## config.mk

```make
export PLATFORM = sky130hd
export DESIGN_NAME = battery_monitor_reply_parser_unit
export DESIGN_NICKNAME = d
export VERILOG_FILES = /design/src/rtl/bmrp_pkg.sv /design/src/rtl/battery_monitor_reply_parser_unit.sv
export SDC_FILE = /design/constraint.sdc
export NUM_CORES = 1
export LEC_CHECK = 0
export BUFFER_PORTS_ARGS = -buffer_cell sky130_fd_sc_hd__buf_2
export CAP_MARGIN = 10
export CORE_ASPECT_RATIO = 1.5
export CORE_MARGIN = 2
export CORE_UTILIZATION = 61
export DETAILED_ROUTE_END_ITERATION = 12
export GPL_TIMING_DRIVEN = 0
export PLACE_DENSITY = 0.78
export SLEW_MARGIN = 10
export SYNTH_ARGS = -nofsm -noshare
export SYNTH_HDL_FRONTEND = slang
export SYNTH_SLANG_ARGS = --single-unit
```

## constraint.sdc

```tcl
create_clock -name clk -period 6.4 [get_ports clk]
set_input_delay 0.64 -clock clk [delete_from_list [all_inputs] [get_ports clk]]
set_output_delay 0.64 -clock clk [all_outputs]
set_load 0.01 [all_outputs]
```

## src/rtl/bmrp_pkg.sv

```systemverilog
// Shared constants, types and the command code lookup for the battery monitor reply parser.
`default_nettype none

package bmrp_pkg;

  localparam logic [7:0] HEAD_BYTE  = 8'h3A;
  localparam logic [7:0] ADDR_BYTE  = 8'h16;
  localparam logic [7:0] END_BYTE_1 = 8'h0D;
  localparam logic [7:0] END_BYTE_2 = 8'h0A;

  // Temperature offset in tenths of a degree, added as its two's complement.
  localparam logic [16:0] TEMP_OFFSET_NEG = 17'(18'h20000 - 18'd2731);

  localparam int NUM_SLOTS  = 14;
  localparam int RESULT_CAP = 7;

  // Slot numbers of the commands that need their own decoding.
  localparam logic [3:0] SLOT_TEMP      = 4'd0;
  localparam logic [3:0] SLOT_CURRENT   = 4'd2;
  localparam logic [3:0] SLOT_CELLS_LO  = 4'd8;
  localparam logic [3:0] SLOT_CELLS_MID = 4'd9;
  localparam logic [3:0] SLOT_CELLS_HI  = 4'd10;
  localparam logic [3:0] SLOT_MOS       = 4'd11;
  localparam logic [3:0] SLOT_SWITCH    = 4'd12;
  localparam logic [3:0] SLOT_RAW_BYTE  = 4'd13;

  localparam logic [7:0] SLOT_CODES [NUM_SLOTS] = '{
    8'h08, 8'h09, 8'h0A, 8'h0D, 8'h0E, 8'h0F, 8'h10,
    8'h17, 8'h24, 8'h25, 8'h26, 8'h37, 8'h38, 8'h55
  };

  typedef struct packed {
    logic       hit;
    logic [3:0] slot;
  } slot_hit_t;

  // Maps a command byte to its slot; hit is low for an unknown code.
  function automatic slot_hit_t slot_lookup(input logic [7:0] code);
    slot_hit_t res;
    res.hit  = 1'b0;
    res.slot = '0;
    for (int k = 0; k < NUM_SLOTS; k++) begin
      if (SLOT_CODES[k] == code) begin
        res.hit  = 1'b1;
        res.slot = 4'(k);
      end
    end
    return res;
  endfunction

endpackage

`default_nettype wire

```

## src/rtl/battery_monitor_reply_parser_unit.sv

```systemverilog
// Top level of the battery monitor reply parser: frame parsing, payload buffer and result decode.
//
//  Channel  | Direction | Signals                               | Content
//  ---------+-----------+---------------------------------------+------------------------------
//  s_axis   | in        | tvalid, tready, tdata[7:0]            | rx_byte, one reply byte
//  m_axis   | out       | tvalid, tready, tdata[39:0], tuser,   | decoded result of a frame
//           |           | tlast                                 |
//  cfg      | in        | cfg_wen, cfg_wdata                    | mos_cut_off register
//
// Each received byte is taken while the parser walks the frame.
// When the trailer closes a good frame, the block stops taking bytes and
// emits one to seven results; each result goes through two reads of the
// payload buffer, one pass through the shared adder and an output state
// that waits while the consumer holds m_axis_tready low.
// Reset (rst, synchronous, active high) returns the parser to header hunting
// and clears the seen mask and the mos_cut_off register. The payload buffer
// is not cleared: only bytes of the current frame are ever read back.
`default_nettype none

module battery_monitor_reply_parser_unit
  import bmrp_pkg::*;
#(
  parameter int MAX_PAYLOAD = 14,
  parameter int CELL_COUNT  = 21
) (
  input  wire logic        clk,
  input  wire logic        rst,
  // Input stream.
  input  wire logic        s_axis_tvalid,
  output logic             s_axis_tready,
  input  wire logic [7:0]  s_axis_tdata,   // [7:0] rx_byte
  // Result stream.
  output logic             m_axis_tvalid,
  input  wire logic        m_axis_tready,
  // [3:0] slot, [8:4] cell_res, [25:9] value, [39:26] seen_mask
  output logic [39:0]      m_axis_tdata,
  output logic             m_axis_tuser,   // [0] value_valid
  output logic             m_axis_tlast,   // last result of the frame
  // Configuration register write.
  input  wire logic        cfg_wen,
  input  wire logic        cfg_wdata       // mos_cut_off
);

  // The buffer holds the payload plus the two checksum bytes.
  localparam int BUF_LEN = MAX_PAYLOAD + 2;
  localparam int AW      = $clog2(BUF_LEN);
  localparam int CW      = $clog2(MAX_PAYLOAD + 3);

  typedef enum logic [3:0] {
    ST_HUNT,
    ST_HEAD,
    ST_CMD,
    ST_LEN,
    ST_BODY,
    ST_END1,
    ST_END2,
    ST_RD_LO,
    ST_RD_HI,
    ST_CALC,
    ST_OUT
  } state_t;

  state_t         state;
  logic           mos_cut_off;
  logic [3:0]     slot_held;
  logic [7:0]     payload_length;
  logic [CW-1:0]  byte_count;
  logic [13:0]    seen_bits;
  logic [2:0]     idx;
  logic [7:0]     lo_byte;

  logic [3:0]     out_slot;
  logic [4:0]     out_cell;
  logic [16:0]    out_value;
  logic           out_value_valid;
  logic           out_last;
  logic           out_tvalid;

  // Payload buffer, one write and one registered read per cycle.
  logic [7:0]     frame_mem [BUF_LEN];
  logic [7:0]     rd_data;
  logic [AW-1:0]  rd_addr;

  logic           in_fire;
  logic [7:0]     rx_byte;
  slot_hit_t      cmd;
  state_t         restart_state;
  logic           end_of_body;

  logic           is_list;
  logic [4:0]     list_base;
  logic [7:0]     list_words;
  logic [3:0]     idx_plus;
  logic           cur_ok;
  logic           next_ok;

  logic [15:0]    word;
  logic [16:0]    operand_a;
  logic [16:0]    addend;
  logic [16:0]    sum;

  assign rx_byte = s_axis_tdata;
  assign in_fire = s_axis_tvalid && s_axis_tready;

  // Bytes are taken only while the frame is being parsed.
  assign s_axis_tready = (state != ST_RD_LO) && (state != ST_RD_HI) &&
                         (state != ST_CALC) && (state != ST_OUT);

  assign cmd           = slot_lookup(rx_byte);
  assign restart_state = (rx_byte == HEAD_BYTE) ? ST_HEAD : ST_HUNT;
  assign end_of_body   = ({1'b0, 8'(byte_count) + 8'd1} >= ({1'b0, payload_length} + 9'd2));

  // Cell list commands: slots 8, 9 and 10 start at cells 0, 7 and 14.
  assign is_list    = (slot_held == SLOT_CELLS_LO) || (slot_held == SLOT_CELLS_MID) ||
                      (slot_held == SLOT_CELLS_HI);
  assign list_base  = 5'({slot_held[1:0], 3'b000}) - 5'(slot_held[1:0]);
  assign list_words = 8'(({1'b0, payload_length} + 9'd1) >> 1);
  assign idx_plus   = 4'(idx) + 4'd1;

  // A list word is emitted while it exists, the result cap is not reached and
  // its cell number is below the cell count.
  assign cur_ok  = (8'(idx) < list_words) && (4'(idx) < 4'(RESULT_CAP)) &&
                   ((7'(list_base) + 7'(idx)) < 7'(CELL_COUNT));
  assign next_ok = (8'(idx_plus) < list_words) && (idx_plus < 4'(RESULT_CAP)) &&
                   ((7'(list_base) + 7'(idx_plus)) < 7'(CELL_COUNT));

  // Low byte address in ST_RD_LO, high byte in ST_RD_HI.
  assign rd_addr = AW'({idx, (state == ST_RD_HI)});

  always_ff @(posedge clk) begin
    if (state == ST_BODY && in_fire) begin
      frame_mem[byte_count[AW-1:0]] <= rx_byte;
    end
    rd_data <= frame_mem[rd_addr];
  end

  // Shared adder: every decoded value is one operand plus an offset.
  assign word = {rd_data, lo_byte};
  assign sum  = operand_a + addend;

  always_comb begin
    operand_a = {1'b0, word};
    addend    = '0;
    unique case (slot_held) inside
      SLOT_TEMP: begin
        addend = TEMP_OFFSET_NEG;
      end
      SLOT_CURRENT: begin
        operand_a = {word[15], word};
      end
      SLOT_CELLS_LO, SLOT_CELLS_MID, SLOT_CELLS_HI: begin
        operand_a = cur_ok ? {1'b0, word} : '0;
      end
      SLOT_MOS: begin
        operand_a = 17'(mos_cut_off);
      end
      SLOT_SWITCH: begin
        operand_a = 17'd1;
      end
      SLOT_RAW_BYTE: begin
        operand_a = 17'(lo_byte);
      end
      default: begin
        operand_a = {1'b0, word};
      end
    endcase
  end

  always_ff @(posedge clk) begin
    if (rst) begin
      state          <= ST_HUNT;
      mos_cut_off    <= 1'b0;
      slot_held      <= '0;
      payload_length <= '0;
      byte_count     <= '0;
      seen_bits      <= '0;
      idx            <= '0;
      out_tvalid     <= 1'b0;
    end else begin
      if (cfg_wen) begin
        mos_cut_off <= cfg_wdata;
      end
      unique case (state)
        ST_HUNT: begin
          if (in_fire) begin
            state <= restart_state;
          end
        end
        ST_HEAD: begin
          if (in_fire) begin
            state <= (rx_byte == ADDR_BYTE) ? ST_CMD : restart_state;
          end
        end
        ST_CMD: begin
          if (in_fire) begin
            if (cmd.hit) begin
              slot_held <= cmd.slot;
              state     <= ST_LEN;
            end else begin
              state <= restart_state;
            end
          end
        end
        ST_LEN: begin
          if (in_fire) begin
            if (9'(rx_byte) > 9'(MAX_PAYLOAD)) begin
              state <= restart_state;
            end else begin
              payload_length <= rx_byte;
              byte_count     <= '0;
              state          <= ST_BODY;
            end
          end
        end
        ST_BODY: begin
          if (in_fire) begin
            byte_count <= byte_count + 1'b1;
            if (end_of_body) begin
              state <= ST_END1;
            end
          end
        end
        ST_END1: begin
          if (in_fire) begin
            state <= (rx_byte == END_BYTE_1) ? ST_END2 : restart_state;
          end
        end
        ST_END2: begin
          if (in_fire) begin
            if (rx_byte == END_BYTE_2) begin
              seen_bits <= seen_bits | (14'd1 << slot_held);
              idx       <= '0;
              state     <= ST_RD_LO;
            end else begin
              state <= restart_state;
            end
          end
        end
        ST_RD_LO: begin
          state <= ST_RD_HI;
        end
        ST_RD_HI: begin
          lo_byte <= rd_data;
          state   <= ST_CALC;
        end
        ST_CALC: begin
          out_slot        <= slot_held;
          out_value       <= sum;
          out_cell        <= (is_list && cur_ok) ? 5'(list_base + 5'(idx)) : 5'd0;
          out_value_valid <= !is_list || cur_ok;
          out_last        <= !is_list || !next_ok;
          out_tvalid      <= 1'b1;
          state           <= ST_OUT;
        end
        ST_OUT: begin
          if (m_axis_tready) begin
            out_tvalid <= 1'b0;
            if (out_last) begin
              state <= ST_HUNT;
            end else begin
              idx   <= idx + 1'b1;
              state <= ST_RD_LO;
            end
          end
        end
        default: begin
          state <= ST_HUNT;
        end
      endcase
    end
  end

  assign m_axis_tvalid = out_tvalid;
  assign m_axis_tdata  = {seen_bits, out_value, out_cell, out_slot};
  assign m_axis_tuser  = out_value_valid;
  assign m_axis_tlast  = out_last;

  // The parser never takes a byte while a result is on offer.
  a_no_overlap: assert property (@(posedge clk) disable iff (rst)
    !(s_axis_tready && m_axis_tvalid))
    else $error("input accepted while a result is pending");

  // A result always reports its own slot as seen.
  a_slot_seen: assert property (@(posedge clk) disable iff (rst)
    m_axis_tvalid |-> seen_bits[out_slot])
    else $error("result slot missing from seen mask");

  // An empty list result is the only and last result of its frame.
  a_empty_list: assert property (@(posedge clk) disable iff (rst)
    (m_axis_tvalid && !m_axis_tuser) |-> (m_axis_tlast && out_value == '0 && out_cell == '0))
    else $error("empty list result malformed");

  // A result held by the consumer leaves the sequencer parked.
  a_hold: assert property (@(posedge clk) disable iff (rst)
    (m_axis_tvalid && !m_axis_tready) |=> (state == ST_OUT && $stable(idx)))
    else $error("sequencer moved while result stalled");

endmodule

`default_nettype wire
```

==> qor.yml, run 1 <==
status: "finished clean"
clock_latency_ps: 500
p_leak_uw: 0.00402
grt_max_degree: 25
worst_slew_pin_slew_ps: 1000
period_needed_ps: 5810
critPathKind: "reg2reg"
finalSetupViolations: 0
maxCapViolations: 0
numPortBuffers: 57
synthTopCellsByArea: "edfxtp_1 (50%), dfxtp_1 (9.7%), mux4_2 (8.4%), ha_1 (5.3%), nor2_1 (2.8%)"
start_kind: "flop"
wirelength_mm: 22.3
fin_crit_sh: 0.908
peakVddDrop_mv: 0.330
cts.clk_slew.worst_paths_ps: 70
clkPwrFrac: 0.443
place_congestion: 0.952
yosys.area.top_type: "edfxtp_1"
cts.sinks: 212
whs_path_depth: 0
p_per_area_mw_per_mm2: 244
synth-async-reset-ratio: 0
core.rowCount: 57
start_util: 0.620
grt_pass1_vias: 6732
synth_nets: 812
yosysTopAreaCellShare: 0.495
grt_antenna_before_repair: 0
drt-initial-drc-count: 547
num_vias: 6548
dr.pass1.iters: 6
cp_max_fo: 10
postCtsSetupRepairBufs: 0
synth_cells: 754
synth.distinct_cells: 73
root_buffer: "clkbuf_16"
clockBufferDepth: 3
dieArea_mm2: 0.0174
rr_worst_depth: 19
fmax_ghz: 0.172
die_y_um: 160
hp-class: "reg2reg"
cp.arrival_ps: 6050
fin_skew_ps: 9.23
synth_edf_count: 164
vias_per_cell: 6.21
core_area_mm2: 0.0160
setup_tns_ps: 0
hold_viol: 0
crit_required_ps: 6640
die_w_um: 108
hold_buffers: 0
drtAntennaViolNets: 0
cts_tree: "done"
synth_area_mm2: 0.00994
synth_seq_cells: 212
fill_cells: 1084
grt_overflow: 0
drive_gt1_frac: 0.196
synthFlopType: "edfxtp_1"
grt_usage: 0.267
numCtsBuffers: 20
combPwrFrac: 0.018
sequentialPowerShare: 0.539
grt_pass1_wl_mm: 35.7
dp_hpwl_mm: 15.8
nNetsFinal: 892
cp-end-kind: "flop"
synth_warnings: 0
drc: 0
relSlewSlack: 0.330
switching_power_uw: 548
ios: 58
yosysSeqAreaShare: 0.592
htreeDepth: 1
synth_commonest_cells: "edfxtp_1 (164), nor2_1 (75), nand2_1 (53), dfxtp_1 (48), a21oi_1 (44)"
cts_resized: 0
syn_avg_cell_area_um2: 13.2
wl_per_cell_um: 21.1
p_int_uw: 2190
final_util: 0.698
synth_most_common_cell: "edfxtp_1"
swShare: 0.200
n_antenna_cell: 0
area_growth_pct: 12.7
rrSetupSlack_ps: 590
slew_viol_final: 0
rsz0062_at_grt: "false"
==> per-stage QoR <==
step / cell area, um2 / total power (uW) / hold slack, ps / instances / setup WS [ps]
after floorplan: 9940 / 1530 / 400 / 754 / 1730
after global placement: 10500 / 1550 / 414 / 1017 / 882
after detailed placement: 10500 / 1550 / 415 / 1018 / 700
after CTS: 11200 / 2750 / 430 / 1054 / 641
after global routing: 11200 / 2810 / 440 / 1054 / 184
final: 11200 / 2740 / 429 / 1054 / 590
==> path summary, 6_finish.rpt <==
check | startpoint | endpoint
max | idx[0]$_SDFFE_PP0P_ | out_value[15]$_DFFE_PP_
min | rd_data[4]$_DFF_P_ | lo_byte[4]$_DFFE_PP_
max reg2reg | idx[0]$_SDFFE_PP0P_ | out_value[15]$_DFFE_PP_
min reg2reg | rd_data[4]$_DFF_P_ | lo_byte[4]$_DFFE_PP_
==> kinds of logic (layout without fill, tap and decap cells) <==
kind of cell / after synthesis / in the layout / share of synthesized area
AO/OA/AOI/OAI: 124 / 124 / 0.0813
XOR/XNOR: 26 / 26 / 0.0229
adder cells (fa/ha/maj): 44 / 44 / 0.0569
buffers and inverters: 49 / 143 / 0.0209
flip-flops: 212 / 212 / 0.592
multiplexers: 51 / 51 / 0.0980
AND/OR/NAND/NOR: 248 / 248 / 0.128
==> metal layers <==
metal | global-route usage | vias up | share of wire | wire [um]
li1 | - | 3006 | - | -
met1 | 0.326 | 3234 | 0.38 | 8360
met2 | 0.481 | 253 | 0.54 | 12000
met3 | 0.0296 | 55 | 0.051 | 1140
met4 | 0.101 | 0 | 0.032 | 710
met5 | 0 | - | 0 | 0
==> cells in the final DEF, fill, tap and decap left out, types with 15 or more instances in the layout <==
| master | count |
|---|---|
| and2_1 | 16 |
| inv_1 | 19 |
| a21oi_1 | 44 |
| xnor2_1 | 15 |
| ha_1 | 42 |
| nand2_1 | 53 |
| edfxtp_1 | 164 |
| nand3_1 | 22 |
| nor2_1 | 74 |
| clkbuf_1 | 17 |
| mux4_2 | 37 |
| buf_2 | 64 |
| clkbuf_16 | 20 |
| o21ai_0 | 17 |
| dfxtp_1 | 48 |
==> layout make-up <==
type,count,area [um2],area share
Sequential cell,212,5890,0.525
Clock inverter,15,176,0.0157
Inverter,20,75.1,0.00670
Clock buffer,21,504,0.0450
Multi-Input combinational cell,493,3880,0.346
Timing Repair Buffer,58,300,0.0268
Buffer,29,133,0.0118
Tap cell,206,258,0.0230
==> power by group through the flow <==
stage               logic [uW]  clock network (uW)  registers [uW]
finish                    48.6                1210            1480
global placement          43.9                   0            1510
detailed placement        47.3                   0            1510
global route              52.6                1280            1470
floorplan                 19.8                   0            1510
CTS                       47.7                1230            1480
==> critical path: stages, from the launching register on <==
cell and delay (ps):
dfxtp_1 430, clkbuf_1 490, clkbuf_1 490, inv_1 150
ha_1 370, nand2_1 110, a21oi_1 70, mux2_2 320
o211ai_2 360, nand3_1 280, buf_2 260, and2_1 170
ha_1 330, a31oi_1 340, o21bai_1 120, a31oi_1 330
o21ai_0 180, or2_2 340, a31o_2 260, xor2_1 140
==> flip-flops by register name, indices dropped and copies added, names as in the netlist, 5 cells and up <==
register / count
byte_count: 5
out_cell: 5
out_value: 17
frame_mem: 128
rd_data: 8
lo_byte: 8
payload_length: 8
seen_bits: 14
No activity file was read; power rests on OpenSTA's default activity.
==> inputs of run 2 (changes only) <==
GPL_TIMING_DRIVEN = not set   (was 0)
==> run 2 against run 1 <==
Compared with the run above: combinational power decreased by 8.2%; critical path depth shrank 1; routed wire length down 4.7%; sequential share of layout area increased by 0.42 points; worst setup slack gained 260 ps; non-clock buffer count fell by 21; global-route usage decreased by 1.6 points; clock skew is 6.5 ps higher; sequential power is essentially flat; utilization decreased by 0.55 points; critical path type unchanged.
==> qor.yml, run 2 (synthesis results as in run 1) <==
cp_top_family: "compound AO/OA/AOI/OAI gates"
slew_viol_final: 0  # unchanged
rr_worst_depth: 18  # -1
clockBufferDepth: 3  # unchanged
crit_chain: "inv_1 > ha_1 > inv_1 > fa_1 > xnor2_1 > a21oi_1 > mux2_2 > o211ai_2 > nand3_1 > and2_1 > ha_1 > a31oi_1 > o21bai_1 > a31oi_1 > o21ai_0 > or2_2 > a31o_2 > xor2_1"
clock_latency_ps: 500  # about the same
start_kind: "flop"
final_common_cell: "edfxtp_1"
rsz0062_at_grt: "false"
finalSetupViolations: 0  # unchanged
area_growth_pct: 11.8
numPortBuffers: 57  # unchanged
nNetsFinal: 871  # -2.4%
worst_slew_pin_slew_ps: 823  # -176 ps
n_antenna_cell: 0  # unchanged
grt_pass1_wl_mm: 33.6  # -6.0%
cp_slowest_stage_delay_ps: 450  # -40 ps
maxCapViolations: 0  # unchanged
drive_gt1_frac: 0.191  # -0.00470
setup_tns_ps: 0  # unchanged
drtAntennaViolNets: 0  # unchanged
path_buf_inv: 2  # -2
cpMaxStageDelayCell: "dfxtp_1"
cp_max_fo: 14  # +4
peakVddDrop_mv: 0.265  # -20%
hold_viol: 0  # unchanged
hp-class: "in2reg"
core_area_mm2: 0.0160  # unchanged
die_y_um: 160  # unchanged
grt_max_degree: 41  # +64%
num_vias: 6465  # -1.3%
hold_buffers: 0  # unchanged
cts.sinks: 212  # unchanged
cp.arrival_ps: 5800  # -250 ps
core.rowCount: 57  # unchanged
status: "finished clean"
postCtsSetupRepairBufs: 0  # unchanged
ios: 58  # unchanged
dieArea_mm2: 0.0174  # unchanged
htreeDepth: 1  # unchanged
whs_path_depth: 3  # +3
dp_hpwl_mm: 14.8  # -6.4%
fill_cells: 1095  # +1.0%
critPathKind: "reg2reg"
grt_overflow: 0  # unchanged
final_cell_mix: "edfxtp_1 (164), nor2_1 (74), buf_2 (57), nand2_1 (53), dfxtp_1 (48)"
wl_per_cell_um: 20.5  # -2.8%
cts_resized: 0  # unchanged
dr.pass1.iters: 5  # -1
grt_usage: 0.250  # -0.0160
p_per_area_mw_per_mm2: 247  # +1.1%
die_w_um: 108  # unchanged
place_congestion: 0.907  # -4.7%
cts.clk_slew.worst_paths_ps: 70  # about the same
drc: 0  # unchanged
start_util: 0.620  # unchanged
numCtsBuffers: 20  # unchanged
grt_pass1_vias: 6343  # -5.8%
fmax_ghz: 0.180  # +4.6%
fin_crit_sh: 0.868  # -0.0401
grt_antenna_before_repair: 0  # unchanged
register_area_mm2: 0.00589  # unchanged
multi_input_comb_area_mm2: 0.00386  # -0.48%
fin_skew_ps: 15.7  # +6.48 ps
finalHoldWorstSlack_ps: 391  # -37.1 ps
largest_reg_flops: 128  # unchanged
power_uw: 2750  # +0.27%
cp-end-kind: "flop"
period_needed_ps: 5550  # -257 ps
vias_per_cell: 6.26  # +0.74%
cts_tree: "done"
wirelength_mm: 21.2  # -4.7%
drt-initial-drc-count: 394  # -28%
p_leak_uw: 0.00396  # -1.5%
crit_cells: 18  # -1
crit_required_ps: 6650  # about the same
relSlewSlack: 0.449  # +0.119
root_buffer: "clkbuf_16"
[run 2: per-stage QoR]
step	instance area [um2]	utilization	instances	setup slack (ps)
final	11100	0.693	1033	846
after global routing	11100	0.693	1033	503
after global placement	10400	0.650	997	1190
after floorplan	9940	-	754	1730
after detailed placement	10400	0.650	997	945
after CTS	11100	0.693	1033	921
[run 2: worst paths after layout]
| path | startpoint | endpoint | slack (ps) |
|---|---|---|---|
| setup / recovery | slot_held[0]$_SDFFE_PP0P_ | out_value[13]$_DFFE_PP_ | 850 |
| hold / removal | cfg_wdata | mos_cut_off$_SDFFE_PP0P_ | 390 |
| setup reg to reg | slot_held[0]$_SDFFE_PP0P_ | out_value[13]$_DFFE_PP_ | 850 |
| hold reg to reg | rd_data[2]$_DFF_P_ | lo_byte[2]$_DFFE_PP_ | 430 |
[run 2: cell type report]
cell class,count,share of cell area
sequential,212,0.529
tap,206,0.0232
multi-input combinational,493,0.347
timing repair buffer,66,0.0317
clock buffer,20,0.0450
clock inverter,16,0.0171
inverter,20,0.00675
[run 2: worst reg2reg max path: stages, from the launching register on]
cell	delay [ps]
dfxtp_1	450
inv_1	110
ha_1	370
inv_1	80
fa_1	420
xnor2_1	320
a21oi_1	140
mux2_2	330
o211ai_2	340
nand3_1	450
and2_1	330
ha_1	330
a31oi_1	340
o21bai_1	110
a31oi_1	300
o21ai_0	170
or2_2	320
a31o_2	260
xor2_1	130
[run 2: report_power, final]
group          internal [uW]  total [uW]  switching [uW]
registers               1480        1480           0.223
logic                   9.77        44.6            34.9
clock network            706        1230             520
[run 2: routing by layer]
| metal | track usage | vias up | wire [um] |
|---|---|---|---|
| met1 | 0.300 | 3199 | 7940 |
| met3 | 0.0219 | 52 | 920 |
| met4 | 0.0962 | 0 | 806 |
| met5 | 0 | - | 0 |
| li1 | - | 2982 | - |
| met2 | 0.461 | 232 | 11500 |
